$ cat src/hdl/psched_pkg.sv
package psched_pkg;

    localparam int NUM_SOURCES = 2;
    localparam int SRC_W       = 2;
    localparam int CFG_INDEX_W = 8;
    localparam int CFG_DATA_W  = 16;
    localparam int TICK_W      = 32;
    localparam int CNT_W       = 16;

    localparam logic [SRC_W-1:0] NO_SOURCE = 2'd2;
    localparam logic [CNT_W-1:0] SAT16     = 16'hFFFF;

    // Register indexes of the configuration port
    localparam logic [CFG_INDEX_W-1:0] CFG_PRIORITY_A = 8'd0;
    localparam logic [CFG_INDEX_W-1:0] CFG_PRIORITY_B = 8'd1;
    localparam logic [CFG_INDEX_W-1:0] CFG_RUN_TIME_A = 8'd2;
    localparam logic [CFG_INDEX_W-1:0] CFG_RUN_TIME_B = 8'd3;

    localparam logic [7:0]  PRIORITY_A_RST = 8'd1;
    localparam logic [7:0]  PRIORITY_B_RST = 8'd2;
    localparam logic [15:0] RUN_TIME_A_RST = 16'd1;
    localparam logic [15:0] RUN_TIME_B_RST = 16'd1;

    typedef struct packed {
        logic [7:0]  priority_a;
        logic [7:0]  priority_b;
        logic [15:0] run_time_a;
        logic [15:0] run_time_b;
    } cfg_t;

    typedef struct packed {
        logic [SRC_W-1:0]       active_source;
        logic                   finished_valid;
        logic                   finished_source;
        logic [CNT_W-1:0]       finish_latency;
        logic [NUM_SOURCES-1:0] pending_bits;
        logic [CNT_W-1:0]       missed_count_a;
        logic [CNT_W-1:0]       missed_count_b;
        logic [CNT_W-1:0]       max_latency_a;
        logic [CNT_W-1:0]       max_latency_b;
    } result_t;

    // Highest priority among the set bits of mask; ties go to source 0.
    function automatic logic [SRC_W-1:0] pick(input logic [NUM_SOURCES-1:0] mask,
                                              input logic [7:0] pa,
                                              input logic [7:0] pb);
        logic [SRC_W-1:0] sel;
        sel = NO_SOURCE;
        if (mask[0] && mask[1])
            sel = (pb > pa) ? 2'd1 : 2'd0;
        else if (mask[0])
            sel = 2'd0;
        else if (mask[1])
            sel = 2'd1;
        return sel;
    endfunction

endpackage

$ cat src/hdl/psched_cfg.sv
module psched_cfg (
    input  logic                               clk,
    input  logic                               rst_n,
    input  logic                               cfg_valid,
    output logic                               cfg_ready,
    input  logic [psched_pkg::CFG_INDEX_W-1:0] cfg_index,
    input  logic [psched_pkg::CFG_DATA_W-1:0]  cfg_data,
    output psched_pkg::cfg_t                   cfg
);
    import psched_pkg::*;

    cfg_t cfg_reg;
    cfg_t cfg_next;

    assign cfg_ready = 1'b1;
    assign cfg = cfg_reg;

    always_comb
    begin
        cfg_next = cfg_reg;
        if (cfg_valid)
        begin
            case (cfg_index)
                CFG_PRIORITY_A: cfg_next.priority_a = cfg_data[7:0];
                CFG_PRIORITY_B: cfg_next.priority_b = cfg_data[7:0];
                CFG_RUN_TIME_A: cfg_next.run_time_a = cfg_data;
                CFG_RUN_TIME_B: cfg_next.run_time_b = cfg_data;
                default:        cfg_next = cfg_reg;  // drop unknown index
            endcase
        end
    end

    always_ff @(posedge clk or negedge rst_n)
    begin
        if (!rst_n)
        begin
            cfg_reg.priority_a <= PRIORITY_A_RST;
            cfg_reg.priority_b <= PRIORITY_B_RST;
            cfg_reg.run_time_a <= RUN_TIME_A_RST;
            cfg_reg.run_time_b <= RUN_TIME_B_RST;
        end
        else
        begin
            cfg_reg <= cfg_next;
        end
    end

endmodule

$ cat src/hdl/psched_core.sv
module psched_core (
    input  logic                               clk,
    input  logic                               rst_n,
    input  logic                               fire,
    input  logic [psched_pkg::NUM_SOURCES-1:0] req,
    input  psched_pkg::cfg_t                   cfg,
    output psched_pkg::result_t                result
);
    import psched_pkg::*;

    logic [TICK_W-1:0]      tick_reg, tick_next;
    logic [SRC_W-1:0]       active_reg, active_next;
    logic [NUM_SOURCES-1:0] pending_reg, pending_next;
    logic [TICK_W-1:0]      start_reg   [NUM_SOURCES];
    logic [TICK_W-1:0]      start_next  [NUM_SOURCES];
    logic [TICK_W-1:0]      narr_reg    [NUM_SOURCES];
    logic [TICK_W-1:0]      narr_next   [NUM_SOURCES];
    logic [TICK_W-1:0]      carr_reg    [NUM_SOURCES];
    logic [TICK_W-1:0]      carr_next   [NUM_SOURCES];
    logic [CNT_W-1:0]       miss_reg    [NUM_SOURCES];
    logic [CNT_W-1:0]       miss_next   [NUM_SOURCES];
    logic [CNT_W-1:0]       maxlat_reg  [NUM_SOURCES];
    logic [CNT_W-1:0]       maxlat_next [NUM_SOURCES];

    logic                   act_valid;
    logic                   act_sel;
    logic [NUM_SOURCES-1:0] arrivals;
    logic [SRC_W-1:0]       best;
    logic [SRC_W-1:0]       best_idle;
    logic [15:0]            handler_ticks;
    logic [TICK_W-1:0]      elapsed;
    logic [TICK_W-1:0]      lat_full;
    logic [CNT_W-1:0]       lat;
    logic                   done;

    assign act_valid     = (active_reg != NO_SOURCE);
    assign act_sel       = active_reg[0];
    assign arrivals      = req & ~pending_reg;
    assign best          = pick(pending_reg | req, cfg.priority_a, cfg.priority_b);
    assign best_idle     = pick(req, cfg.priority_a, cfg.priority_b);
    assign handler_ticks = act_sel ? cfg.run_time_b : cfg.run_time_a;
    assign elapsed       = tick_reg - (act_sel ? start_reg[1] : start_reg[0]);
    assign lat_full      = tick_reg - (act_sel ? carr_reg[1] : carr_reg[0]);
    assign lat           = (|lat_full[TICK_W-1:CNT_W]) ? SAT16 : lat_full[CNT_W-1:0];
    assign done          = act_valid && ({{(TICK_W-16){1'b0}}, handler_ticks} <= elapsed);

    always_comb
    begin
        tick_next    = tick_reg + 32'd1;
        active_next  = active_reg;
        pending_next = pending_reg;
        start_next   = start_reg;
        narr_next    = narr_reg;
        carr_next    = carr_reg;
        maxlat_next  = maxlat_reg;
        result.finished_valid  = 1'b0;
        result.finished_source = 1'b0;
        result.finish_latency  = '0;

        for (int k = 0; k < NUM_SOURCES; k++)
        begin
            miss_next[k] = miss_reg[k];
            if (pending_reg[k] && req[k] && (miss_reg[k] != SAT16))
                miss_next[k] = miss_reg[k] + 16'd1;
        end

        if (act_valid)
        begin
            // Every new requester queues, the running source included.
            for (int k = 0; k < NUM_SOURCES; k++)
            begin
                if (arrivals[k])
                begin
                    pending_next[k] = 1'b1;
                    narr_next[k]    = tick_reg;
                end
            end
            if (done)
            begin
                result.finished_valid  = 1'b1;
                result.finished_source = act_sel;
                result.finish_latency  = lat;
                active_next = NO_SOURCE;
                for (int k = 0; k < NUM_SOURCES; k++)
                begin
                    if ((act_sel == k[0]) && (lat > maxlat_reg[k]))
                        maxlat_next[k] = lat;
                    if (best == SRC_W'(k))
                    begin
                        active_next     = best;
                        start_next[k]   = tick_reg;
                        pending_next[k] = 1'b0;
                        carr_next[k]    = narr_next[k];
                    end
                end
            end
        end
        else if (best_idle != NO_SOURCE)
        begin
            active_next = best_idle;
            for (int k = 0; k < NUM_SOURCES; k++)
            begin
                if (best_idle == SRC_W'(k))
                begin
                    start_next[k] = tick_reg;
                    carr_next[k]  = tick_reg;
                end
                else if (arrivals[k])
                begin
                    pending_next[k] = 1'b1;
                    narr_next[k]    = tick_reg;
                end
            end
        end

        result.active_source  = active_next;
        result.pending_bits   = pending_next;
        result.missed_count_a = miss_next[0];
        result.missed_count_b = miss_next[1];
        result.max_latency_a  = maxlat_next[0];
        result.max_latency_b  = maxlat_next[1];
    end

    always_ff @(posedge clk or negedge rst_n)
    begin
        if (!rst_n)
        begin
            tick_reg    <= '0;
            active_reg  <= NO_SOURCE;
            pending_reg <= '0;
            for (int k = 0; k < NUM_SOURCES; k++)
            begin
                start_reg[k]  <= '0;
                narr_reg[k]   <= '0;
                carr_reg[k]   <= '0;
                miss_reg[k]   <= '0;
                maxlat_reg[k] <= '0;
            end
        end
        else if (fire)
        begin
            tick_reg    <= tick_next;
            active_reg  <= active_next;
            pending_reg <= pending_next;
            start_reg   <= start_next;
            narr_reg    <= narr_next;
            carr_reg    <= carr_next;
            miss_reg    <= miss_next;
            maxlat_reg  <= maxlat_next;
        end
    end

endmodule

$ cat src/hdl/priority_interrupt_scheduler_top.sv
// Path: an accepted item goes through the input register, then the result register.
// Throughput: one item per clock; the input register and the result register each
//   hold one item, and the scheduler step between them is combinational, so the
//   block accepts an item every cycle while out_ready stays high.
// Reset (rst_n, asynchronous, active low): no handler active, nothing pending, tick,
//   counters and latencies zero, configuration registers at their default values.
module priority_interrupt_scheduler_top (
    input  logic                               clk,
    input  logic                               rst_n,
    // Configuration write channel
    input  logic                               cfg_valid,
    output logic                               cfg_ready,
    input  logic [psched_pkg::CFG_INDEX_W-1:0] cfg_index,
    input  logic [psched_pkg::CFG_DATA_W-1:0]  cfg_data,
    // Input channel: one item is one tick
    input  logic                               in_valid,
    output logic                               in_ready,
    input  logic [psched_pkg::NUM_SOURCES-1:0] request_bits,
    // Result channel
    output logic                               out_valid,
    input  logic                               out_ready,
    output logic [psched_pkg::SRC_W-1:0]       active_source,
    output logic                               finished_valid,
    output logic                               finished_source,
    output logic [psched_pkg::CNT_W-1:0]       finish_latency,
    output logic [psched_pkg::NUM_SOURCES-1:0] pending_bits,
    output logic [psched_pkg::CNT_W-1:0]       missed_count_a,
    output logic [psched_pkg::CNT_W-1:0]       missed_count_b,
    output logic [psched_pkg::CNT_W-1:0]       max_latency_a,
    output logic [psched_pkg::CNT_W-1:0]       max_latency_b
);
    import psched_pkg::*;

    cfg_t                   cfg;
    result_t                step_result;

    // Input register: holds one tick until the scheduler can take it.
    logic                   in_valid_reg, in_valid_next;
    logic [NUM_SOURCES-1:0] in_req_reg;

    // Result register: holds one finished item until the consumer takes it.
    logic                   out_valid_reg, out_valid_next;
    result_t                res_reg;

    logic                   in_take;
    logic                   fire;

    // Advance the scheduler whenever a tick waits and the result slot is free
    // or is being emptied in this same cycle.
    assign fire     = in_valid_reg && (!out_valid_reg || out_ready);
    assign in_ready = !in_valid_reg || fire;
    assign in_take  = in_valid && in_ready;

    always_comb
    begin
        in_valid_next = in_valid_reg;
        if (in_take)
            in_valid_next = 1'b1;
        else if (fire)
            in_valid_next = 1'b0;

        out_valid_next = out_valid_reg;
        if (fire)
            out_valid_next = 1'b1;
        else if (out_ready)
            out_valid_next = 1'b0;
    end

    always_ff @(posedge clk or negedge rst_n)
    begin
        if (!rst_n)
        begin
            in_valid_reg  <= 1'b0;
            out_valid_reg <= 1'b0;
        end
        else
        begin
            in_valid_reg  <= in_valid_next;
            out_valid_reg <= out_valid_next;
        end
    end

    // Payload registers carry no reset.
    always_ff @(posedge clk)
    begin
        if (in_take)
            in_req_reg <= request_bits;
        if (fire)
            res_reg <= step_result;
    end

    psched_cfg u_cfg (
        .clk       (clk),
        .rst_n     (rst_n),
        .cfg_valid (cfg_valid),
        .cfg_ready (cfg_ready),
        .cfg_index (cfg_index),
        .cfg_data  (cfg_data),
        .cfg       (cfg)
    );

    // Scheduler state and the single-tick update step
    psched_core u_core (
        .clk    (clk),
        .rst_n  (rst_n),
        .fire   (fire),
        .req    (in_req_reg),
        .cfg    (cfg),
        .result (step_result)
    );

    assign out_valid       = out_valid_reg;
    assign active_source   = res_reg.active_source;
    assign finished_valid  = res_reg.finished_valid;
    assign finished_source = res_reg.finished_source;
    assign finish_latency  = res_reg.finish_latency;
    assign pending_bits    = res_reg.pending_bits;
    assign missed_count_a  = res_reg.missed_count_a;
    assign missed_count_b  = res_reg.missed_count_b;
    assign max_latency_a   = res_reg.max_latency_a;
    assign max_latency_b   = res_reg.max_latency_b;

    // A pending source always starts once the handler finishes, so an idle
    // scheduler never leaves anything queued.
    a_idle_empty: assert property (@(posedge clk) disable iff (!rst_n)
        out_valid && (active_source == NO_SOURCE) |-> (pending_bits == '0))
        else $error("idle scheduler reports pending sources");

    // Without a finish the finish fields read as zero.
    a_no_finish_zero: assert property (@(posedge clk) disable iff (!rst_n)
        out_valid && !finished_valid |-> (finish_latency == '0) && !finished_source)
        else $error("finish fields set without a finish");

    // A finished handler's latency never exceeds its source's recorded maximum.
    a_max_covers: assert property (@(posedge clk) disable iff (!rst_n)
        out_valid && finished_valid |->
            (finished_source ? (max_latency_b >= finish_latency)
                             : (max_latency_a >= finish_latency)))
        else $error("maximum latency below reported latency");

    // A tick waiting in the input register with room downstream must advance.
    a_fire_drains: assert property (@(posedge clk) disable iff (!rst_n)
        in_valid_reg && !out_valid_reg |=> out_valid)
        else $error("waiting tick did not advance");

endmodule
$ cat config.mk
export PLATFORM = sky130hd
export DESIGN_NAME = priority_interrupt_scheduler_top
export DESIGN_NICKNAME = d
export VERILOG_FILES = /design/src/hdl/psched_pkg.sv /design/src/hdl/psched_cfg.sv /design/src/hdl/psched_core.sv /design/src/hdl/priority_interrupt_scheduler_top.sv
export SDC_FILE = /design/constraint.sdc
export NUM_CORES = 1
export LEC_CHECK = 0
export BUFFER_PORTS_ARGS = -buffer_cell sky130_fd_sc_hd__buf_2
export CORE_ASPECT_RATIO = 1.4
export CORE_UTILIZATION = 40
export CTS_CLUSTER_DIAMETER = 40
export DETAILED_ROUTE_END_ITERATION = 16
export SKIP_LAST_GASP = 1
export SLEW_MARGIN = 0
export SYNTH_ARGS = -nofsm -noshare
export SYNTH_HDL_FRONTEND = slang
export SYNTH_HIERARCHICAL = 1
export SYNTH_SLANG_ARGS = --single-unit
export TNS_END_PERCENT = 50
$ cat constraint.sdc
create_clock -name clk -period 9.2 [get_ports clk]
set_clock_uncertainty 0.2 [all_clocks]
set_input_delay 1.84 -clock clk [delete_from_list [all_inputs] [get_ports clk]]
set_output_delay 1.84 -clock clk [all_outputs]
set_load 0.02 [all_outputs]
Yosys cells after proc, flatten, opt, wreduce, memory -nomap -nowiden
Index checks and enable logic that the tools add are counted.
{ "totals": {"ram_bits": 0, "latch_bits": 0, "n_memories": 0, "in_bits": 31, "word_cells": 142, "out_inout_bits": 89, "regBits": 430, "rom_bits": 0} }
{ "classes": {"order_cmp": 4, "eq_ne": 14, "n_mul": 0, "shifts": 0, "n_bitwise": 4, "muxes": 53, "reduce_logical": 33, "div": 0, "add_sub_neg": 5} }
{ "op_table": {"columns": ["op", "count"], "rows": [
  ["two-way mux 32 bit", 14],
  ["two-way mux 64 bit", 7],
  ["two-way mux 16 bit", 6],
  ["subtractor 32 bit", 2],
  ["adder 16 x 1 -> 16 bit (second input constant)", 2],
  ["adder 32 x 1 -> 32 bit (second input constant)", 1],
  ["greater-than comparator 16 bit", 2],
  ["less-or-equal comparator 16 x 32 -> 1 bit", 1],
  ["inequality test 16 bit (second input constant)", 2],
  ["two-way mux 2 bit", 14],
  ["two-way mux 18 bit", 1],
  ["equality test 8 x 2 -> 1 bit (second input constant)", 2],
  ["OR reduction 16 bit", 1],
  ["logical AND 1 bit", 11],
  ["two-way mux 1 bit", 11],
  ["inequality test 2 bit (second input constant)", 5],
  ["AND reduction 2 bit", 5],
  ["AND reduction 5 bit", 2],
  ["nonzero test 2 bit", 5],
  ["equality test 8 x 1 -> 1 bit (second input constant)", 1],
  ["greater-than comparator 8 bit", 1],
  ["zero test 8 bit", 1],
  ["AND reduction 3 bit", 2],
  ["equality test 2 x 1 -> 1 bit (second input constant)", 2],
  ["8 further kinds", 12]
]} }

Logic depth before layout (Yosys ltp)
Gate-level depths: netlist of run 1.
{ "logic_depth": {"ltp_word": 9, "depth_mapped": 32, "ltp_nobuf": 26} }

Modules after synthesis
Netlist of run 1, hierarchy kept.
{ "by_module_without_submodules": {"columns": ["module", "seq_area_each_um2", "n_inst", "area_each_um2", "cells_per_inst"], "rows": [
  ["psched_core", 7308.3, 1, 19585.0, 2099],
  ["priority_interrupt_scheduler_top", 2692.6, 1, 2746.4, 96],
  ["psched_cfg", 1206.2, 1, 1969.4, 107]
]} }

Worst setup path after synthesis of run 1
OpenSTA, ideal clock, no wires.
{ "synth_path": {"path_type": "register -> register", "startpoint": "reg u_core.active_reg[0]", "endpoint": "reg res_reg, in the netlist max_latency_b[10], data pin", "stages_incl_launch_ff": 31, "t_arrival_ns": 6.774, "setup_ns": 0.260, "required_time_ns": 8.740, "path_buffers": 7, "setup_slack_ns": 1.966, "synth_period_minus_slack_ns": 7.234, "path_cell_list": "dfrtp_1 > clkbuf_1 > clkbuf_1 > clkbuf_1 > mux2i_1 > ha_1 > clkbuf_1 > nand4_1 > a2111oi_0 > nor2_1 > a31oi_1 > a21boi_0 > mux2i_1 > nor4_1 > nor4bb_1 > clkbuf_1 > clkbuf_1 > nand2_1 > ha_1 > nor2b_1 > o21a_1 > o21a_1 > o21a_1 > o21a_1 > o211ai_1 > a211oi_1 > a2111oi_0 > nor2_1 > nand2_1 > buf_2 > mux2_2"} }
{ "synth_lines": {"columns": ["item", "line_no", "text"], "rows": [
  ["start: declaration", "psched_core.sv:12", "logic [SRC_W-1:0] active_reg, active_next;"],
  ["start signal: assignment", "psched_core.sv:143", "active_reg <= active_next;"],
  ["end signal: assignment", "priority_interrupt_scheduler_top.sv:89", "res_reg <= step_result;"],
  ["end: declaration", "priority_interrupt_scheduler_top.sv:43", "result_t res_reg;"]
]} }

==> impl_metrics.toml, run 1 <==
[status]
status = "complete, no violations"

[cells_and_area]
area_growth_pct = 12.6
antennaDiodeCount = 0
mostFrequentLayoutCells = "dfrtp_1, nand2_1, a21oi_1, mux2_2, ha_1"
nets = 2541
final_common_cell = "dfrtp_1"
drive_above_1_share = 0.168

[logic_synthesis]
netlist_area_um2 = 24300
synthesis.nets = 2458
synth_cells = 2302
synth-seq-cells = 430
synth_edf_count = 88
yosys.cell_types.count = 81
synth_warnings = 6
synth_area_per_cell_um2 = 10.6
async_reset_ff_frac = 0.795
synth-main-ff-cell = "dfrtp_1"
yosysSeqAreaShare = 0.461

[setup_path]
start_kind = "flip-flop"
cp_slowest_stage_delay_ns = 0.89
crit_fanout = 64
crit_end = "max_latency_a[15]"
critical_path_class = "flip-flop to flip-flop"
crit_start = "u_core/active_reg[0]"
critPathCaptureType = "flip-flop"
reg2reg_depth = 28
regToRegSetupSlack_ns = 1.07
reg2reg_from = "u_core/active_reg[0]"
critPathSlowestCell = "dfrtp_4"
reg2reg_to = "max_latency_a[15]"
cp_common_cell = "o21ai_0"
required_ns = 9.31
arrival_ns = 8.24

[clock_tree]
hold_buffers = 0
cts_setup_buffers = 0
clkSinkCount = 430
cts_resized = 0
clk_pin_slew_ns = 0.06
clockBufferDepth = 3
cts_buffers = 50
clock_tree.root_cell = "clkbuf_16"
htree_levels = 2
tritoncts = "built"
clock_latency_ns = 0.60

[floorplan]
initial_core_util = 0.405
row_count = 106
ioPinCount = 120
die_x_um = 210
core-area_um2 = 59900
die_y_um = 294
die-area_um2 = 61800

[worst_hold_path]
hp-class = "flip-flop to flip-flop"

[placed_design]
globalplace.congestion = 0.855
post-place-ws_ns = 1.18
dp_hpwl_mm = 43.2
io_buffers = 118

[global_route]
antenna_found_initial = 0
track_usage = 0.202
overflow = 0
grt_pass1_wl_mm = 99.4
grt_max_degree = 111
first_global_vias = 18372

[route]
wire_per_inst_um = 19.2
routed-via-count = 17765
antenna_left = 0
drtIter0Drc = 970
drc_errors = 0
via_per_inst = 5.49
dr.pass1.iters = 5
wl_mm = 62.0

[timing]
fmax_mhz = 123
setup_violations = 0
maxSlewViolCount = 0
setup_tns_ns = 0
hold_violations = 0
period_share = 0.883
rsz0062_at_grt = "no"
worst_pin_slew_ns = 1.18
period_minus_slack_ns = 8.13
slew_headroom = 0.211
fin_ws_ns = 1.07

[power]
power_uw = 8880
cellLeakagePower_uw = 0.0123
ir_worst_vdd_uv = 293
p_per_area_nw_per_um2 = 324

[job]
cap_violations = 0
## routing by layer
layer,track usage,routed length (µm)
met5,0,0
met4,0.0819,2320
met3,0.0260,1970
met2,0.374,32600
met1,0.232,25100
## kinds of logic (layout without fill, tap and decap cells)
| logic type | count (synthesis) | after routing | share of synthesized area |
|---|---|---|---|
| AND/OR/NAND/NOR | 553 | 553 | 0.112 |
| AO/OA/AOI/OAI | 538 | 538 | 0.138 |
| flip-flops | 430 | 430 | 0.461 |
| multiplexers | 301 | 301 | 0.138 |
| buffers and inverters | 216 | 337 | 0.0367 |
| XOR/XNOR | 138 | 138 | 0.0497 |
| adder cells (fa/ha/maj) | 125 | 125 | 0.0650 |
| other | 1 | 1 | 0.000154 |
## per-stage QoR
step	hold WS, ns	utilization	cell area, µm²	instances
6_report	0.279	0.457	27400	3233
3_5_place_dp	0.270	0.429	25700	3143
4_1_cts	0.283	0.457	27400	3233
3_3_place_gp	0.262	0.429	25700	3143
2_1_floorplan	0.250	-	24300	2302
5_1_grt	0.298	0.457	27400	3233
## power breakdown
group	internal, µW	leakage, µW	total (µW)	switching (µW)
registers	2320	0.00497	2600	284
logic	1680	0.00656	4320	2640
clock network	1120	0.000802	1960	841
## how the worst min path moves through the flow
stage                    startpoint                   end  slack [ns]  depth (start not counted)
2_1_floorplan    u_core/narr_reg[0]    u_core/narr_reg[0]        0.25                          2
3_3_place_gp    u_core/narr_reg[12]   u_core/narr_reg[12]        0.26                          2
3_5_place_dp     u_core/narr_reg[1]    u_core/narr_reg[1]        0.27                          2
4_1_cts         u_core/narr_reg[11]   u_core/narr_reg[11]        0.28                          2
5_1_grt        u_core/start_reg[57]  u_core/start_reg[57]        0.30                          1
6_report        u_core/narr_reg[31]   u_core/narr_reg[31]        0.28                          2
## synth_stat cells (45+ instances only)
cell type | instances | share of area
a211oi_1 | 45 | 0.014
a21oi_1 | 175 | 0.036
clkbuf_1 | 92 | 0.014
dfrtp_1 | 337 | 0.35
edfxtp_1 | 88 | 0.11
ha_1 | 123 | 0.063
inv_1 | 97 | 0.015
mux2_1 | 60 | 0.028
mux2_2 | 123 | 0.057
mux2i_1 | 98 | 0.040
nand2_1 | 209 | 0.032
nand3_1 | 46 | 0.0095
nor2_1 | 113 | 0.017
o21ai_0 | 117 | 0.024
xnor2_1 | 100 | 0.036
## critical path, delay by kind of cell (launching register included)
kind	cells	cell delay (ns)
buf+inv	3	1.09
xor+xnor	1	0.12
mux	1	0.41
fa+ha+maj	3	0.95
simple gates	8	1.93
compound gates	12	2.11
flops	1	0.89
## cell type report
cell class,instances,area (µm²)
fillers,5619,32600
multi-input cells,1656,12300
flip-flops and latches,430,11200
clock buffers,60,1350
well taps,810,1010
repair buffers,150,853
inverters,97,364
clock inverters,30,284
(Power assumes the default switching activity.)
==> run 2: changes to the inputs <==
Settings changed: GPL_TIMING_DRIVEN set to 1, RECOVER_POWER set to 25, SLEW_MARGIN 0 to unset.
==> run 2 against run 1 <==
Compared with the run above:
- the run now ends with capacitance limit, slew limit left
- first-iteration DRC count rose by 1.5%
- cell area decreased by 0.27%
- routed wire length hardly changed
- worst setup slack improved by 0.0055 ns
- clock power hardly changed
- sequential power about the same
- sequential share of layout area up 0.11 points
- critical path type unchanged
- largest cell class unchanged
- largest power group unchanged
==> impl_metrics.toml, run 2 (synthesized netlist as in run 1, its figures left out) <==
[timing]
worst_pin_slew_ns = 6.62
slew_headroom = -3.42
period_share = 0.883
fmax_mhz = 123
hold_violations = 0
maxSlewViolCount = 194
period_minus_slack_ns = 8.12
setup_violations = 0
setup_tns_ns = 0
rsz0062_at_grt = "no"

[clock_tree]
clkSinkCount = 430
clk_pin_slew_ns = 0.06
htree_levels = 2
cts_buffers = 50
clockBufferDepth = 3
clock_latency_ns = 0.61
tritoncts = "built"
cts_setup_buffers = 0
clock_tree.root_cell = "clkbuf_16"
cts_resized = 0
hold_buffers = 0

[status]
violations = "capacitance limit, slew limit"
status = "complete, but fails checks"

[route]
antenna_left = 0
drc_errors = 0
wl_mm = 62.0
drtIter0Drc = 985
routed-via-count = 17774
via_per_inst = 5.50
wire_per_inst_um = 19.2
dr.pass1.iters = 5

[worst_hold_path]
hp-class = "flip-flop to flip-flop"
min_from = "u_core/narr_reg[31]"
hold_depth = 2

[setup_path]
path_depth = 28
cp_slowest_stage_delay_ns = 0.89
cp_common_cell = "o21ai_0"
critical_path_class = "flip-flop to flip-flop"
crit_family = "compound AO/OA/AOI/OAI gates"
required_ns = 9.31
crit_fanout = 64
reg2reg_from = "u_core/active_reg[0]"
critical_path_buf_inv_count = 3
critPathCaptureType = "flip-flop"
arrival_ns = 8.23
start_kind = "flip-flop"
reg2reg_depth = 28
critPathSlowestCell = "dfrtp_4"
crit_start = "u_core/active_reg[0]"

[power]
sw_frac_of_total = 0.424
p_int_uw = 5110
power_frac_seq = 0.293
combPwrFrac = 0.486
ir_worst_vdd_uv = 291
p_clk_frac = 0.221
cellLeakagePower_uw = 0.0123
power_uw = 8870
p_per_area_nw_per_um2 = 325
p_sw_uw = 3760

[floorplan]
ioPinCount = 120
row_count = 106
die_y_um = 294
die-area_um2 = 61800
initial_core_util = 0.405
die_x_um = 210
core-area_um2 = 59900

[cells_and_area]
final_common_cell = "dfrtp_1"
drive_above_1_share = 0.163
final_area_um2 = 27300
nets = 2541
mostFrequentLayoutCells = "dfrtp_1, nand2_1, a21oi_1, ha_1, mux2_2"
area_growth_pct = 12.3
antennaDiodeCount = 0

[global_route]
antenna_found_initial = 0
grt_pass1_wl_mm = 99.4
overflow = 0
track_usage = 0.202
first_global_vias = 18372
grt_max_degree = 111

[placed_design]
dp_hpwl_mm = 43.2
globalplace.congestion = 0.855
io_buffers = 118
placed_area_um2 = 25700

[job]
cap_violations = 3
[run 2: changes by cell type in the layout (fill, tap and decap cells not counted), sizes merged]
cell	delta
buf	-4
clkbuf	+4
[run 2: per-stage QoR]
stage | util | std cells | setup slack, ns | hold slack [ns]
final | 0.455 | 3233 | 1.08 | 0.279
after global routing | 0.455 | 3233 | 0.268 | 0.298
after CTS | 0.457 | 3233 | 1.12 | 0.283
after detailed placement | 0.429 | 3143 | 1.18 | 0.270
after global placement | 0.429 | 3143 | 1.28 | 0.262
after floorplan | - | 2302 | 1.97 | 0.250
[run 2: power by group through the flow]
stage	Clock, µW	Sequential [µW]	Combinational (µW)
2_1_floorplan	0	2580	3150
3_3_place_gp	0	2620	4230
3_5_place_dp	0	2630	4290
4_1_cts	2020	2600	4320
5_1_grt	2090	2640	4750
6_report	1960	2600	4310
[run 2: path summary, 6_finish.rpt]
check | end | slack (ns)
hold reg to reg | u_core/narr_reg[31] | 0.28
max in group asynchronous | u_core/narr_reg[56] | 1.48
hold / removal | u_core/narr_reg[31] | 0.28
setup reg to reg | max_latency_a[15] | 1.08
min in group asynchronous | u_core/maxlat_reg[23] | 3.50
setup / recovery | max_latency_a[15] | 1.08
[run 2: tightest hold or removal path, stage by stage (launching register included)]
cell and delay (ns):
dfrtp_1 0.34, nand2_1 0.04, o21ai_0 0.06
[run 2: layer usage]
layer  wire [µm]  part of all wire  track usage
met5           0                 0            0
met4        2330             0.038       0.0819
met3        2030             0.033       0.0260
met2       32500              0.53        0.374
met1       25100              0.40        0.232
[run 2: final cells by class]
type	count	area, µm²
clock buffer	60	1350
clock inverter	30	284
fill	5629	32700
inverter	97	364
multi-input combinational	1656	12200
sequential	430	11200
tap	810	1010
timing repair buffer	150	833
